==> config.mk <==
export PLATFORM = sky130hd
export DESIGN_NAME = per_destination_message_coalescer_unit
export DESIGN_NICKNAME = d
export VERILOG_FILES = /design/src/pmc_pkg.sv /design/src/pmc_fifo.sv /design/src/pmc_front.sv /design/src/pmc_back.sv /design/src/per_destination_message_coalescer_unit.sv
export SDC_FILE = /design/constraint.sdc
export NUM_CORES = 2
export LEC_CHECK = 0
export BUFFER_PORTS_ARGS = -buffer_cell sky130_fd_sc_hd__buf_2
export CELL_PAD_IN_SITES_DETAIL_PLACEMENT = 0
export CELL_PAD_IN_SITES_GLOBAL_PLACEMENT = 1
export CORE_MARGIN = 2
export CORE_UTILIZATION = 50
export DETAILED_ROUTE_END_ITERATION = 12
export MAX_ROUTING_LAYER = met4
export PLACE_DENSITY_LB_ADDON = 0.2
export SETUP_SLACK_MARGIN = 0.02
export SLEW_MARGIN = 10
export SYNTH_ARGS = -nofsm -noshare
export SYNTH_HDL_FRONTEND = slang
export SYNTH_MEMORY_MAX_BITS = 65536
export SYNTH_SLANG_ARGS = --single-unit
==> constraint.sdc <==
create_clock -name clk_i -period 7.9 [get_ports clk_i]
set_input_delay 0.79 -clock clk_i [delete_from_list [all_inputs] [get_ports clk_i]]
set_output_delay 0.79 -clock clk_i [all_outputs]
set_load 0.02 [all_outputs]
==> src/pmc_pkg.sv <==
`timescale 1ns / 1ps

package pmc_pkg;

  localparam int NumDestDefault = 4;
  localparam int CapacityDefault = 16;
  localparam int FifoDepth = 2;

  localparam int CfgAddrW = 3;
  localparam int CfgDataW = 32;
  localparam int ThresholdW = 5;
  localparam logic [ThresholdW-1:0] ThresholdReset = 5'd16;

  localparam logic REG_THRESHOLD = 1'b0;
  localparam logic REG_RANK = 1'b1;

  typedef enum logic [1:0] {
    CMD_ADD       = 2'd0,
    CMD_FLUSH     = 2'd1,
    CMD_FORCE     = 2'd2,
    CMD_FLUSH_ALL = 2'd3
  } cmd_e;

  typedef enum logic [1:0] {
    ST_WORD     = 2'd0,
    ST_ACCEPT   = 2'd1,
    ST_OVERFLOW = 2'd2,
    ST_NONE     = 2'd3
  } status_e;

  typedef enum logic [1:0] {
    OP_ADD       = 2'd0,
    OP_FLUSH     = 2'd1,
    OP_FLUSH_ALL = 2'd2
  } op_e;

  typedef struct packed {
    cmd_e        cmd;
    logic [1:0]  destination;
    logic [63:0] word;
    logic [15:0] tag;
  } item_t;

  typedef struct packed {
    status_e     status;
    logic [1:0]  dest_out;
    logic [63:0] data_out;
    logic [15:0] tag_out;
    logic [15:0] source_out;
    logic [4:0]  message_length;
    logic        last;
  } result_t;

  typedef struct packed {
    op_e         op;
    logic        force_send;
    logic        dest_ok;
    logic [1:0]  destination;
    logic [63:0] word;
    logic [15:0] tag;
  } op_t;

  typedef struct packed {
    logic [ThresholdW-1:0] threshold;
    logic [15:0]           own_rank;
  } cfg_t;

endpackage

==> src/pmc_fifo.sv <==
`timescale 1ns / 1ps

module pmc_fifo #(
  parameter int Width = 8,
  parameter int Depth = 2
) (
  input  logic             clk_i,
  input  logic             rst_ni,
  input  logic             push_i,
  input  logic [Width-1:0] data_i,
  output logic             full_o,
  input  logic             pop_i,
  output logic [Width-1:0] data_o,
  output logic             empty_o
);

  localparam int PtrW = (Depth > 1) ? $clog2(Depth) : 1;
  localparam int CntW = $clog2(Depth + 1);

  logic [Width-1:0] mem_q [Depth];
  logic [PtrW-1:0]  wr_ptr_q, wr_ptr_d;
  logic [PtrW-1:0]  rd_ptr_q, rd_ptr_d;
  logic [CntW-1:0]  count_q, count_d;
  logic             do_push;
  logic             do_pop;

  assign full_o  = (count_q == CntW'(Depth));
  assign empty_o = (count_q == '0);
  assign do_push = push_i && !full_o;
  assign do_pop  = pop_i && !empty_o;
  assign data_o  = mem_q[rd_ptr_q];

  always_comb begin
    wr_ptr_d = wr_ptr_q;
    rd_ptr_d = rd_ptr_q;
    count_d  = count_q;
    if (do_push) begin
      wr_ptr_d = (wr_ptr_q == PtrW'(Depth - 1)) ? '0 : wr_ptr_q + PtrW'(1);
    end
    if (do_pop) begin
      rd_ptr_d = (rd_ptr_q == PtrW'(Depth - 1)) ? '0 : rd_ptr_q + PtrW'(1);
    end
    if (do_push && !do_pop) begin
      count_d = count_q + CntW'(1);
    end else if (do_pop && !do_push) begin
      count_d = count_q - CntW'(1);
    end
  end

  always_ff @(posedge clk_i or negedge rst_ni) begin
    if (!rst_ni) begin
      wr_ptr_q <= '0;
      rd_ptr_q <= '0;
      count_q  <= '0;
    end else begin
      wr_ptr_q <= wr_ptr_d;
      rd_ptr_q <= rd_ptr_d;
      count_q  <= count_d;
    end
  end

  always_ff @(posedge clk_i) begin
    if (do_push) begin
      mem_q[wr_ptr_q] <= data_i;
    end
  end

endmodule

==> src/pmc_front.sv <==
`timescale 1ns / 1ps

module pmc_front #(
  parameter int NUM_DEST = 4
) (
  input  logic           push_i,
  input  pmc_pkg::item_t item_i,
  input  logic           q_full_i,
  output logic           q_push_o,
  output pmc_pkg::op_t   op_o
);

  import pmc_pkg::*;

  assign q_push_o = push_i && !q_full_i;

  always_comb begin
    op_o             = '0;
    op_o.destination = item_i.destination;
    op_o.word        = item_i.word;
    op_o.tag         = item_i.tag;
    op_o.dest_ok     = (32'(item_i.destination) < NUM_DEST);
    case (item_i.cmd)
      CMD_ADD: begin
        op_o.op = OP_ADD;
      end
      CMD_FLUSH: begin
        op_o.op = OP_FLUSH;
      end
      CMD_FORCE: begin
        op_o.op         = OP_FLUSH;
        op_o.force_send = 1'b1;
      end
      CMD_FLUSH_ALL: begin
        op_o.op = OP_FLUSH_ALL;
      end
      default: begin
        op_o.op = OP_ADD;
      end
    endcase
  end

endmodule

==> src/pmc_back.sv <==
`timescale 1ns / 1ps

module pmc_back #(
  parameter int NUM_DEST = 4,
  parameter int CAPACITY = 16
) (
  input  logic             clk_i,
  input  logic             rst_ni,
  input  pmc_pkg::cfg_t    cfg_i,
  input  logic             cmd_valid_i,
  input  pmc_pkg::op_t     cmd_i,
  output logic             cmd_pop_o,
  input  logic             out_full_i,
  output logic             out_push_o,
  output pmc_pkg::result_t result_o
);

  import pmc_pkg::*;

  localparam int DW = (NUM_DEST > 1) ? $clog2(NUM_DEST) : 1;
  localparam int CW = $clog2(CAPACITY + 1);
  localparam int TW = (CW > ThresholdW) ? CW : ThresholdW;
  localparam int Depth = NUM_DEST * CAPACITY;
  localparam int AW = (Depth > 1) ? $clog2(Depth) : 1;

  localparam logic [2:0] S_IDLE  = 3'd0;
  localparam logic [2:0] S_LOOK  = 3'd1;
  localparam logic [2:0] S_CHECK = 3'd2;
  localparam logic [2:0] S_READ  = 3'd3;
  localparam logic [2:0] S_EMIT  = 3'd4;
  localparam logic [2:0] S_STAT  = 3'd5;

  logic [63:0]         word_mem_q [Depth];
  logic [CW-1:0]       fc_mem_q [NUM_DEST];

  logic [2:0]          state_q, state_d;
  logic [NUM_DEST-1:0] nz_q, nz_d;
  logic [DW-1:0]       cur_d_q, cur_d_d;
  logic [CW-1:0]       idx_q, idx_d;
  logic [CW-1:0]       len_q, len_d;
  op_t                 op_q, op_d;
  status_e             stat_q, stat_d;
  logic [1:0]          stat_dest_q, stat_dest_d;
  logic [CW-1:0]       fc_rd_q;
  logic                nz_rd_q;
  logic [63:0]         rd_data_q;

  logic [CW-1:0]       fill;
  logic                later_nz;
  logic                msg_end;
  logic                send;
  logic                fc_re, fc_we, wm_re, wm_we;
  logic [AW-1:0]       base_addr;
  logic [AW-1:0]       wr_addr;
  logic [AW-1:0]       rd_addr;

  assign fill      = nz_rd_q ? fc_rd_q : '0;
  assign msg_end   = (idx_q == len_q - CW'(1));
  assign base_addr = AW'(cur_d_q) * AW'(CAPACITY);
  assign wr_addr   = base_addr + AW'(fill);
  assign rd_addr   = base_addr + AW'(idx_q);
  assign send      = op_q.dest_ok && (fill != '0) &&
                     (op_q.force_send || (TW'(fill) >= TW'(cfg_i.threshold)));

  always_comb begin
    later_nz = 1'b0;
    for (int i = 0; i < NUM_DEST; i++) begin
      if (i > int'(cur_d_q)) begin
        later_nz = later_nz | nz_q[i];
      end
    end
  end

  always_comb begin
    state_d     = state_q;
    nz_d        = nz_q;
    cur_d_d     = cur_d_q;
    idx_d       = idx_q;
    len_d       = len_q;
    op_d        = op_q;
    stat_d      = stat_q;
    stat_dest_d = stat_dest_q;
    cmd_pop_o   = 1'b0;
    out_push_o  = 1'b0;
    fc_re       = 1'b0;
    fc_we       = 1'b0;
    wm_re       = 1'b0;
    wm_we       = 1'b0;
    case (state_q)
      S_IDLE: begin
        if (cmd_valid_i) begin
          cmd_pop_o = 1'b1;
          op_d      = cmd_i;
          if (cmd_i.op == OP_FLUSH_ALL) begin
            cur_d_d = '0;
            if (!(|nz_q)) begin
              stat_d      = ST_NONE;
              stat_dest_d = '0;
              state_d     = S_STAT;
            end else begin
              state_d = S_LOOK;
            end
          end else begin
            cur_d_d = cmd_i.dest_ok ? DW'(cmd_i.destination) : '0;
            state_d = S_LOOK;
          end
        end
      end
      S_LOOK: begin
        fc_re   = 1'b1;
        state_d = S_CHECK;
      end
      S_CHECK: begin
        case (op_q.op)
          OP_ADD: begin
            stat_dest_d = op_q.destination;
            if (op_q.dest_ok && (fill < CW'(CAPACITY))) begin
              wm_we          = 1'b1;
              fc_we          = 1'b1;
              nz_d[cur_d_q]  = 1'b1;
              stat_d         = ST_ACCEPT;
            end else begin
              stat_d = ST_OVERFLOW;
            end
            state_d = S_STAT;
          end
          OP_FLUSH: begin
            if (send) begin
              idx_d   = '0;
              len_d   = fill;
              state_d = S_READ;
            end else begin
              stat_d      = ST_NONE;
              stat_dest_d = op_q.destination;
              state_d     = S_STAT;
            end
          end
          OP_FLUSH_ALL: begin
            if (fill != '0) begin
              idx_d   = '0;
              len_d   = fill;
              state_d = S_READ;
            end else begin
              cur_d_d = cur_d_q + DW'(1);
              state_d = S_LOOK;
            end
          end
          default: begin
            state_d = S_IDLE;
          end
        endcase
      end
      S_READ: begin
        wm_re   = 1'b1;
        state_d = S_EMIT;
      end
      S_EMIT: begin
        if (!out_full_i) begin
          out_push_o = 1'b1;
          if (msg_end) begin
            nz_d[cur_d_q] = 1'b0;
            if ((op_q.op == OP_FLUSH_ALL) && later_nz) begin
              cur_d_d = cur_d_q + DW'(1);
              state_d = S_LOOK;
            end else begin
              state_d = S_IDLE;
            end
          end else begin
            idx_d   = idx_q + CW'(1);
            state_d = S_READ;
          end
        end
      end
      S_STAT: begin
        if (!out_full_i) begin
          out_push_o = 1'b1;
          state_d    = S_IDLE;
        end
      end
      default: begin
        state_d = S_IDLE;
      end
    endcase
  end

  always_comb begin
    result_o = '0;
    if (state_q == S_EMIT) begin
      result_o.status         = ST_WORD;
      result_o.dest_out       = 2'(cur_d_q);
      result_o.data_out       = rd_data_q;
      result_o.tag_out        = op_q.tag;
      result_o.source_out     = cfg_i.own_rank;
      result_o.message_length = 5'(len_q);
      result_o.last           = msg_end && !((op_q.op == OP_FLUSH_ALL) && later_nz);
    end else begin
      result_o.status   = stat_q;
      result_o.dest_out = stat_dest_q;
      result_o.last     = 1'b1;
    end
  end

  always_ff @(posedge clk_i or negedge rst_ni) begin
    if (!rst_ni) begin
      state_q <= S_IDLE;
      nz_q    <= '0;
      cur_d_q <= '0;
      idx_q   <= '0;
      len_q   <= '0;
    end else begin
      state_q <= state_d;
      nz_q    <= nz_d;
      cur_d_q <= cur_d_d;
      idx_q   <= idx_d;
      len_q   <= len_d;
    end
  end

  always_ff @(posedge clk_i) begin
    op_q        <= op_d;
    stat_q      <= stat_d;
    stat_dest_q <= stat_dest_d;
  end

  always_ff @(posedge clk_i) begin
    if (fc_we) begin
      fc_mem_q[cur_d_q] <= fill + CW'(1);
    end
    if (fc_re) begin
      fc_rd_q <= fc_mem_q[cur_d_q];
      nz_rd_q <= nz_q[cur_d_q];
    end
  end

  always_ff @(posedge clk_i) begin
    if (wm_we) begin
      word_mem_q[wr_addr] <= op_q.word;
    end
    if (wm_re) begin
      rd_data_q <= word_mem_q[rd_addr];
    end
  end

  a_emit_in_message: assert property (@(posedge clk_i) disable iff (!rst_ni)
    (state_q == S_EMIT) |-> (idx_q < len_q))
    else $error("Word index ran past the message length.");

  a_read_nonempty: assert property (@(posedge clk_i) disable iff (!rst_ni)
    (state_q == S_READ) |-> nz_q[cur_d_q])
    else $error("Reading words of a buffer that is marked empty.");

  a_walk_has_work: assert property (@(posedge clk_i) disable iff (!rst_ni)
    ((state_q == S_CHECK) && (op_q.op == OP_FLUSH_ALL)) |-> (|nz_q))
    else $error("Flush-all walk continued with every buffer empty.");

  a_add_marks: assert property (@(posedge clk_i) disable iff (!rst_ni)
    fc_we |=> nz_q[$past(cur_d_q)])
    else $error("An accepted word did not mark its buffer as nonempty.");

endmodule

==> src/per_destination_message_coalescer_unit.sv <==
`timescale 1ns / 1ps
// Channel    Handshake                        Payload
// input      push / full                      item_i   (pmc_pkg::item_t)
// result     empty / pop                      result_o (pmc_pkg::result_t)
// config     psel, penable, pwrite, pready    paddr, pwdata, prdata
//
// An add passes the look, check and status states; a flush takes each word through read and emit
// states, since every word goes through the single registered read port of the word memory.
// Flush-all reads the fill count of each destination it walks past in the look and check states.
// Reset clears the fill counts at once through per-destination nonempty bits; no clearing pass.
// A two-entry queue on each side lets input and result sides stall on their own.

module per_destination_message_coalescer_unit #(
  parameter int NUM_DEST = pmc_pkg::NumDestDefault,
  parameter int CAPACITY = pmc_pkg::CapacityDefault
) (
  input  logic                             clk_i,
  input  logic                             rst_ni,
  input  logic                             push,
  output logic                             full,
  input  pmc_pkg::item_t                   item_i,
  output logic                             empty,
  input  logic                             pop,
  output pmc_pkg::result_t                 result_o,
  input  logic                             psel,
  input  logic                             penable,
  input  logic                             pwrite,
  input  logic [pmc_pkg::CfgAddrW-1:0]     paddr,
  input  logic [pmc_pkg::CfgDataW-1:0]     pwdata,
  output logic [pmc_pkg::CfgDataW-1:0]     prdata,
  output logic                             pready
);

  import pmc_pkg::*;

  localparam int OpW  = $bits(op_t);
  localparam int ResW = $bits(result_t);

  logic [ThresholdW-1:0] thr_q;
  logic [15:0]           rank_q;
  cfg_t                  cfg;
  logic                  cfg_we;

  logic                  q_push;
  logic                  q_full;
  logic                  q_empty;
  logic                  q_pop;
  op_t                   front_op;
  logic [OpW-1:0]        q_data;
  op_t                   back_op;
  logic                  out_push;
  logic                  out_full;
  result_t               back_res;
  logic [ResW-1:0]       out_data;

  assign pready = 1'b1;
  assign cfg_we = psel && penable && pwrite && pready;

  always_ff @(posedge clk_i or negedge rst_ni) begin
    if (!rst_ni) begin
      thr_q  <= ThresholdReset;
      rank_q <= '0;
    end else if (cfg_we) begin
      case (paddr[2])
        REG_THRESHOLD: thr_q  <= pwdata[ThresholdW-1:0];
        REG_RANK:      rank_q <= pwdata[15:0];
        default: begin
        end
      endcase
    end
  end

  always_comb begin
    case (paddr[2])
      REG_THRESHOLD: prdata = CfgDataW'(thr_q);
      REG_RANK:      prdata = CfgDataW'(rank_q);
      default:       prdata = '0;
    endcase
  end

  assign cfg.threshold = thr_q;
  assign cfg.own_rank  = rank_q;

  pmc_front #(
    .NUM_DEST(NUM_DEST)
  ) u_front (
    .push_i  (push),
    .item_i  (item_i),
    .q_full_i(q_full),
    .q_push_o(q_push),
    .op_o    (front_op)
  );

  assign full = q_full;

  pmc_fifo #(
    .Width(OpW),
    .Depth(FifoDepth)
  ) u_cmd_q (
    .clk_i  (clk_i),
    .rst_ni (rst_ni),
    .push_i (q_push),
    .data_i (front_op),
    .full_o (q_full),
    .pop_i  (q_pop),
    .data_o (q_data),
    .empty_o(q_empty)
  );

  assign back_op = q_data;

  pmc_back #(
    .NUM_DEST(NUM_DEST),
    .CAPACITY(CAPACITY)
  ) u_back (
    .clk_i      (clk_i),
    .rst_ni     (rst_ni),
    .cfg_i      (cfg),
    .cmd_valid_i(!q_empty),
    .cmd_i      (back_op),
    .cmd_pop_o  (q_pop),
    .out_full_i (out_full),
    .out_push_o (out_push),
    .result_o   (back_res)
  );

  pmc_fifo #(
    .Width(ResW),
    .Depth(FifoDepth)
  ) u_res_q (
    .clk_i  (clk_i),
    .rst_ni (rst_ni),
    .push_i (out_push),
    .data_i (back_res),
    .full_o (out_full),
    .pop_i  (pop),
    .data_o (out_data),
    .empty_o(empty)
  );

  assign result_o = out_data;

endmodule
Word level (Yosys, flattened, before mapping)
Memory sizes are Yosys's and may differ from the RTL's. A register that Yosys moved wholly into a read port is not among the register bits.
Index checks and enable logic that the tools add are counted.
- register bits: 139
- bits in writable memories: 4498
- bits of input ports: 126
- output and inout bits: 141
- word-level logic and storage cells: 222
- memories: 4
- $add $sub $neg: 14
- $lt $le $gt $ge: 7
- eq/ne operators: 33
- mux-type cells: 84
- bitwise operators: 7
- reduce and logical (&&, ||, !) cells: 51
- memories (name ; words ; bits a word ; rd ports ; clocked after Yosys merged registers in ; wr ports ; line ; RTL):
    u_back.word_mem_q ; 64 ; 64 ; 1 ; 1 ; 1 ; pmc_back.sv:33 ; logic [63:0] word_mem_q [Depth];
    u_res_q.mem_q ; 2 ; 106 ; 1 ; 0 ; 1 ; pmc_fifo.sv:20 ; logic [Width-1:0] mem_q [Depth];
    u_cmd_q.mem_q ; 2 ; 85 ; 1 ; 0 ; 1 ; pmc_fifo.sv:20 ;
    u_back.fc_mem_q ; 4 ; 5 ; 1 ; 1 ; 1 ; pmc_back.sv:34 ; logic [CW-1:0] fc_mem_q [NUM_DEST];
- operators by type and width (operator ; number):
    $mux W101 ; 1
    $pmux W32 S2 ; 1
    $mux W2 ; 23
    $mux W5 ; 7
    $pmux W5 S2 ; 3
    $mux W1 ; 27
    $mux W4 ; 5
    $mux W3 ; 6
    $pmux W3 S6 ; 1
    $logic_and A1 B1 Y1 ; 17
    $ne A2 B2 Y1 const B ; 8
    $pmux W2 S2 ; 4
    $add A6 B5 Y6 ; 2
    $eq A2 B2 Y1 const B ; 6
    $ne A2 B1 Y1 const B ; 6
    $pmux W2 S3 ; 2
    $reduce_and A6 Y1 ; 2
    $add A5 B1 Y5 const B ; 2
    $reduce_bool A2 Y1 ; 5
    $logic_not A1 Y1 ; 9
    $ne A3 B2 Y1 const B ; 3
    $pmux W3 S3 ; 1
    $logic_not A2 Y1 ; 4
    $pmux W4 S2 ; 1
    34 further kinds ; 50

Logic depth before layout (Yosys ltp)
- word-level depth: 11
- depth in mapped cells: 12
- gate-level depth less buffers: 8

Hierarchy
Synthesis repeated with hierarchy kept, for this count alone.
- cells, all modules: 7733
- area total of the unflattened synthesis: 179689.8 um2
- by module, submodules not included (module ; times used ; cells an instance ; area each (um2) ; seq. area each (um2)):
    pmc_back ; 1 ; 6925 ; 163400.5 ; 128878.6
    pmc_fifo at u_res_q ; 1 ; 349 ; 7960.1 ; 6466.2
    pmc_fifo at u_cmd_q ; 1 ; 287 ; 6523.8 ; 5265.0
    per_destination_message_coalescer_unit ; 1 ; 83 ; 1132.3 ; 526.8
    pmc_front ; 1 ; 89 ; 673.1 ; 0.0

Worst setup path after synthesis
No wires, ideal clock.
- path type: reg-to-reg
- from: reg u_back.state_q[2]
- to: mem u_res_q.mem_q[0][0] in the netlist's numbering (enable)
- library setup time: 572 ps
- arrival time: 5322 ps
- required time: 7328 ps
- setup slack: 2006 ps
- cell stages (with the launch flop): 5
- path buffers: 1
- period minus slack after synthesis: 5894 ps
- path through: dfrtp_1 -> clkbuf_1 -> nor2b_1 -> nand2_1 -> nor2_1
- word-level cells in the longest chain between the ends: 6
- elaborated cells on any way between the ends: 7
- classes of those cells: 2 x eq/ne; 3 x mux; 2 x reduce/logical
- RTL lines (what ; line ; RTL):
    start: declaration ; pmc_back.sv:36 ; logic [2:0] state_q, state_d;
    start signal: assignment ; pmc_back.sv:211 ; state_q <= state_d;
    $eq A3 B3 Y1 ; pmc_back.sv:89 ; case (state_q)
    $reduce_or A2 Y1 (no source line) * ; n/a ;
    $mux W1 * ; n/a ;
    $logic_and A1 B1 Y1 * ; pmc_fifo.sv:29 ; assign do_push = push_i && !full_o;
    $mux W1 * ; pmc_fifo.sv:63 ; if (do_push) begin
    $mux W1 (implied by the code) * ; pmc_fifo.sv:64 ; mem_q[wr_ptr_q] <= data_i;
    end: declaration ; pmc_fifo.sv:20 ;
Mark *: on every way between the ends. The rest lies on a longest branch, timed or not.

Final worst setup path
- from: reg u_back.state_q[2]
- to: mem u_back.word_mem_q[62][55] (enable)
- word-level cells in the longest chain between the ends: 4
- RTL lines (what ; line ; RTL):
    $eq A3 B2 Y1 ; pmc_back.sv:89 ;
    $mux W1 ; pmc_back.sv:89 ;
    $mux W1 ; pmc_back.sv:236 ; if (wm_we) begin
    $mux W1 (implied by the code) ; pmc_back.sv:237 ; word_mem_q[wr_addr] <= op_q.word;
    end: declaration ; pmc_back.sv:33 ;
No other way between the ends.

==> flow_summary.yaml <==
setup_path:
  crit_path_frequent_cell: "nor2_1"
  crit_type: "reg2reg"
  startpoint_type: "flip-flop"
  cp_max_fo: 48
  cp_slowest_cell: "nor2_4"
  max_stage_delay_ns: 1.29
  cp.required_ns: 8.49
  crit_chain: "nor2_1, and2_1, nand3_1, nor2_1, nand3b_1, nor2_4, buf_4"
  crit_family: "simple AND/OR/NAND/NOR gates"
  end_kind: "flip-flop"
  critPathBufInv: 1
  cp.arrival_ns: 5.77
power_and_ir_drop:
  power.density_nw_per_um2: 340
  clkPwrFrac: 0.316
  p_switching_w: 0.0197
  intPower_w: 0.0495
  pwr-share-comb: 0.223
  seqPwrFrac: 0.461
  swShare: 0.285
  irDropWorstVdd_mv: 0.279
  leakage_nw: 62.6
layout:
  syn2layout_area_growth_pct: 13.8
  final_cell_mix: "4657 x edfxtp_1, 1052 x mux4_2, 474 x clkbuf_16"
  drive_above_1_share: 0.289
  fin_cells: 13700
  final_util: 0.572
  fillers: 25900
  final_common_cell: "edfxtp_1"
  num-nets-final: 8549
sta:
  hold_viol_final: 0
  clock-skew-final_ns: 0.0656
  fin_crit_ns: 5.17
  tns_ns: 0
  tightest_slew_ns: 1.35
  maxSlewHeadroom: 0.0989
  clock.fmax_mhz: 193
  slew_violations: 0
  holdWs_ns: 0.0756
  fin_ws_ns: 2.73
  fin_crit_sh: 0.655
  setup_viol_count_final: 0
  rsz0062_at_grt: "no"
route:
  wl_per_cell_um: 36.2
  firstDrtPassIters: 8
  via_per_inst: 6.40
  drt_iter0_drc: 12300
  wl_met1_um: 194000
  antenna_left: 0
  route.detailed.drc: 0
  num_vias: 87700
  dr_wl_met2_um: 245000
  top_layer_used: "met4"
  wirelength_um: 495000
  met3_length_um: 40600
synthesis:
  synth_edf_count: 4657
  ys_seq_area_frac: 0.789
  synth_cells: 7745
  async_reset_ff_frac: 0.0102
  synth_seq_cells: 4705
  synthesis.area_per_instance_um2: 23.1
  synthesis.area_um2: 179000
  ys_warn_count: 0
  synth_ff_type: "edfxtp_1"
  yosysUniqueCellTypes: 71
clock_tree:
  cts_sinks: 4705
  cts_tree: "built"
  cts_buffers: 470
  cts-root-buf: "clkbuf_16"
  cts.clk_slew.worst_paths_ns: 0.06
  holdBufCountCts: 93
  h-tree-depth: 5
  clock_latency_ns: 1.01
  ctsResizeCount: 0
  clock_path_buffers: 4
  post_cts_buffers: 0
global_route:
  antenna_found_initial: 26
  grt.overflow.total: 0
  grt_use_total: 0.279
  grt_start_max_net_pins: 146
  grt_pass1_wl_um: 683000
  grt_pass1_vias: 86400
die:
  rows: 219
  core_um2: 356000
  die_h_um: 602
  start_util: 0.502
  die_w_um: 602
  fp.dieArea_um2: 362000
  io_pins: 267
placement:
  numPortBuffers: 231
  gp_congestion: 0.792
  dp_hpwl_um: 253000
  dp_slack_ns: 2.71
  placed_cells: 12600
run:
  maxCapViolCount: 0
worst_hold_path:
  min_path_type: "in2reg"
outcome:
  status: "finished clean"
[logic make-up after synthesis]
logic type | synth area share
flip-flops | 0.789
other | 0.0000420
AND/OR/NAND/NOR | 0.0116
multiplexers | 0.161
buffers and inverters | 0.0134
AO/OA/AOI/OAI | 0.0222
XOR/XNOR | 0.00113
adder cells (fa/ha/maj) | 0.00154
[metrics by stage]
step                      area (um2)  power, W
after floorplan               179000    0.0425
after global placement        187000    0.0475
after detailed placement      187000    0.0479
after CTS                     203000    0.0696
after global routing          203000    0.0714
final                         203000    0.0691
[area by class of cell]
class | count | area (um2) | area share
sequential | 4705 | 141000 | 0.694
tap | 4751 | 5940 | 0.0292
antenna | 143 | 358 | 0.00176
clock buffer | 585 | 12300 | 0.0606
clock inverter | 283 | 2670 | 0.0131
timing repair buffer | 606 | 4920 | 0.0242
inverter | 42 | 163 | 0.000800
multi-input combinational | 2576 | 35900 | 0.177
[worst paths after layout]
path,depth (start not counted),startpoint,slack (ns),endpoint
max reg2reg,7,u_back.state_q[2]$_DFFE_PN0P_,2.73,u_back.word_mem_q[62][55]$_DFFE_PP_
min in group asynchronous,3,rst_ni,0.49,u_cmd_q.wr_ptr_q$_DFFE_PN0P_
min reg2reg,1,thr_q[1]$_DFFE_PN0P_,0.50,thr_q[1]$_DFFE_PN0P_
max,7,u_back.state_q[2]$_DFFE_PN0P_,2.73,u_back.word_mem_q[62][55]$_DFFE_PP_
min,2,pwdata[3],0.08,rank_q[3]$_DFFE_PN0P_
max in group asynchronous,3,rst_ni,6.80,u_back.idx_q[0]$_DFFE_PN0P_
[state kept, by name, summed over array words and instances, names as in the netlist, named ones only]
name / count
u_back.rd_data_q: 64
u_res_q.count_q: 2
u_res_q.wr_ptr_q: 1
u_back.nz_rd_q: 1
u_res_q.mem_q: 212
u_back.stat_dest_q: 2
rank_q: 16
u_back.cur_d_q: 2
thr_q: 5
u_back.stat_q: 2
u_cmd_q.mem_q: 170
u_cmd_q.rd_ptr_q: 1
u_back.len_q: 5
u_back.fc_mem_q: 20
u_back.idx_q: 5
u_back.fc_rd_q: 5
u_back.state_q: 3
u_back.word_mem_q: 4096
u_cmd_q.count_q: 2
u_cmd_q.wr_ptr_q: 1
u_back.op_q: 85
u_res_q.rd_ptr_q: 1
[power by group through the flow]
stage                     registers, W  clock network (W)  logic [W]
after global placement          0.0324                  0     0.0152
after global routing            0.0320             0.0230     0.0164
after CTS                       0.0319             0.0221     0.0156
final                           0.0319             0.0218     0.0154
after detailed placement        0.0324                  0     0.0155
after floorplan                 0.0333                  0    0.00918
[worst reg2reg max path, delay by kind of cell (launching register included)]
family / cells / cell delay [ns]
buf+inv: 1 / 0.60
simple gates: 6 / 3.42
flops: 1 / 0.72
[layer usage]
metal  track usage  up-vias
met3        0.0354      733
li1              -    34500
met4        0.0878        0
met5             -        -
met2         0.442     4446
met1         0.382    48000
[synthesized netlist by cell type, types with 40 or more instances]
cell      number  area (um2)
a21oi_1      114         571
a22oi_1      142        1070
and3_1       104         651
buf_2        110         551
buf_4         72         541
clkbuf_1     194         728
dfrtp_1       47        1180
edfxtp_1    4657      140000
inv_1         40         150
mux2_2       216        2430
mux2i_1      258        2580
mux4_2      1052       23700
nand2_1       62         233
nor2_1       127         477
o21ai_0       49         245
o22ai_1       86         538
No activity file was read; power rests on OpenSTA's default activity.
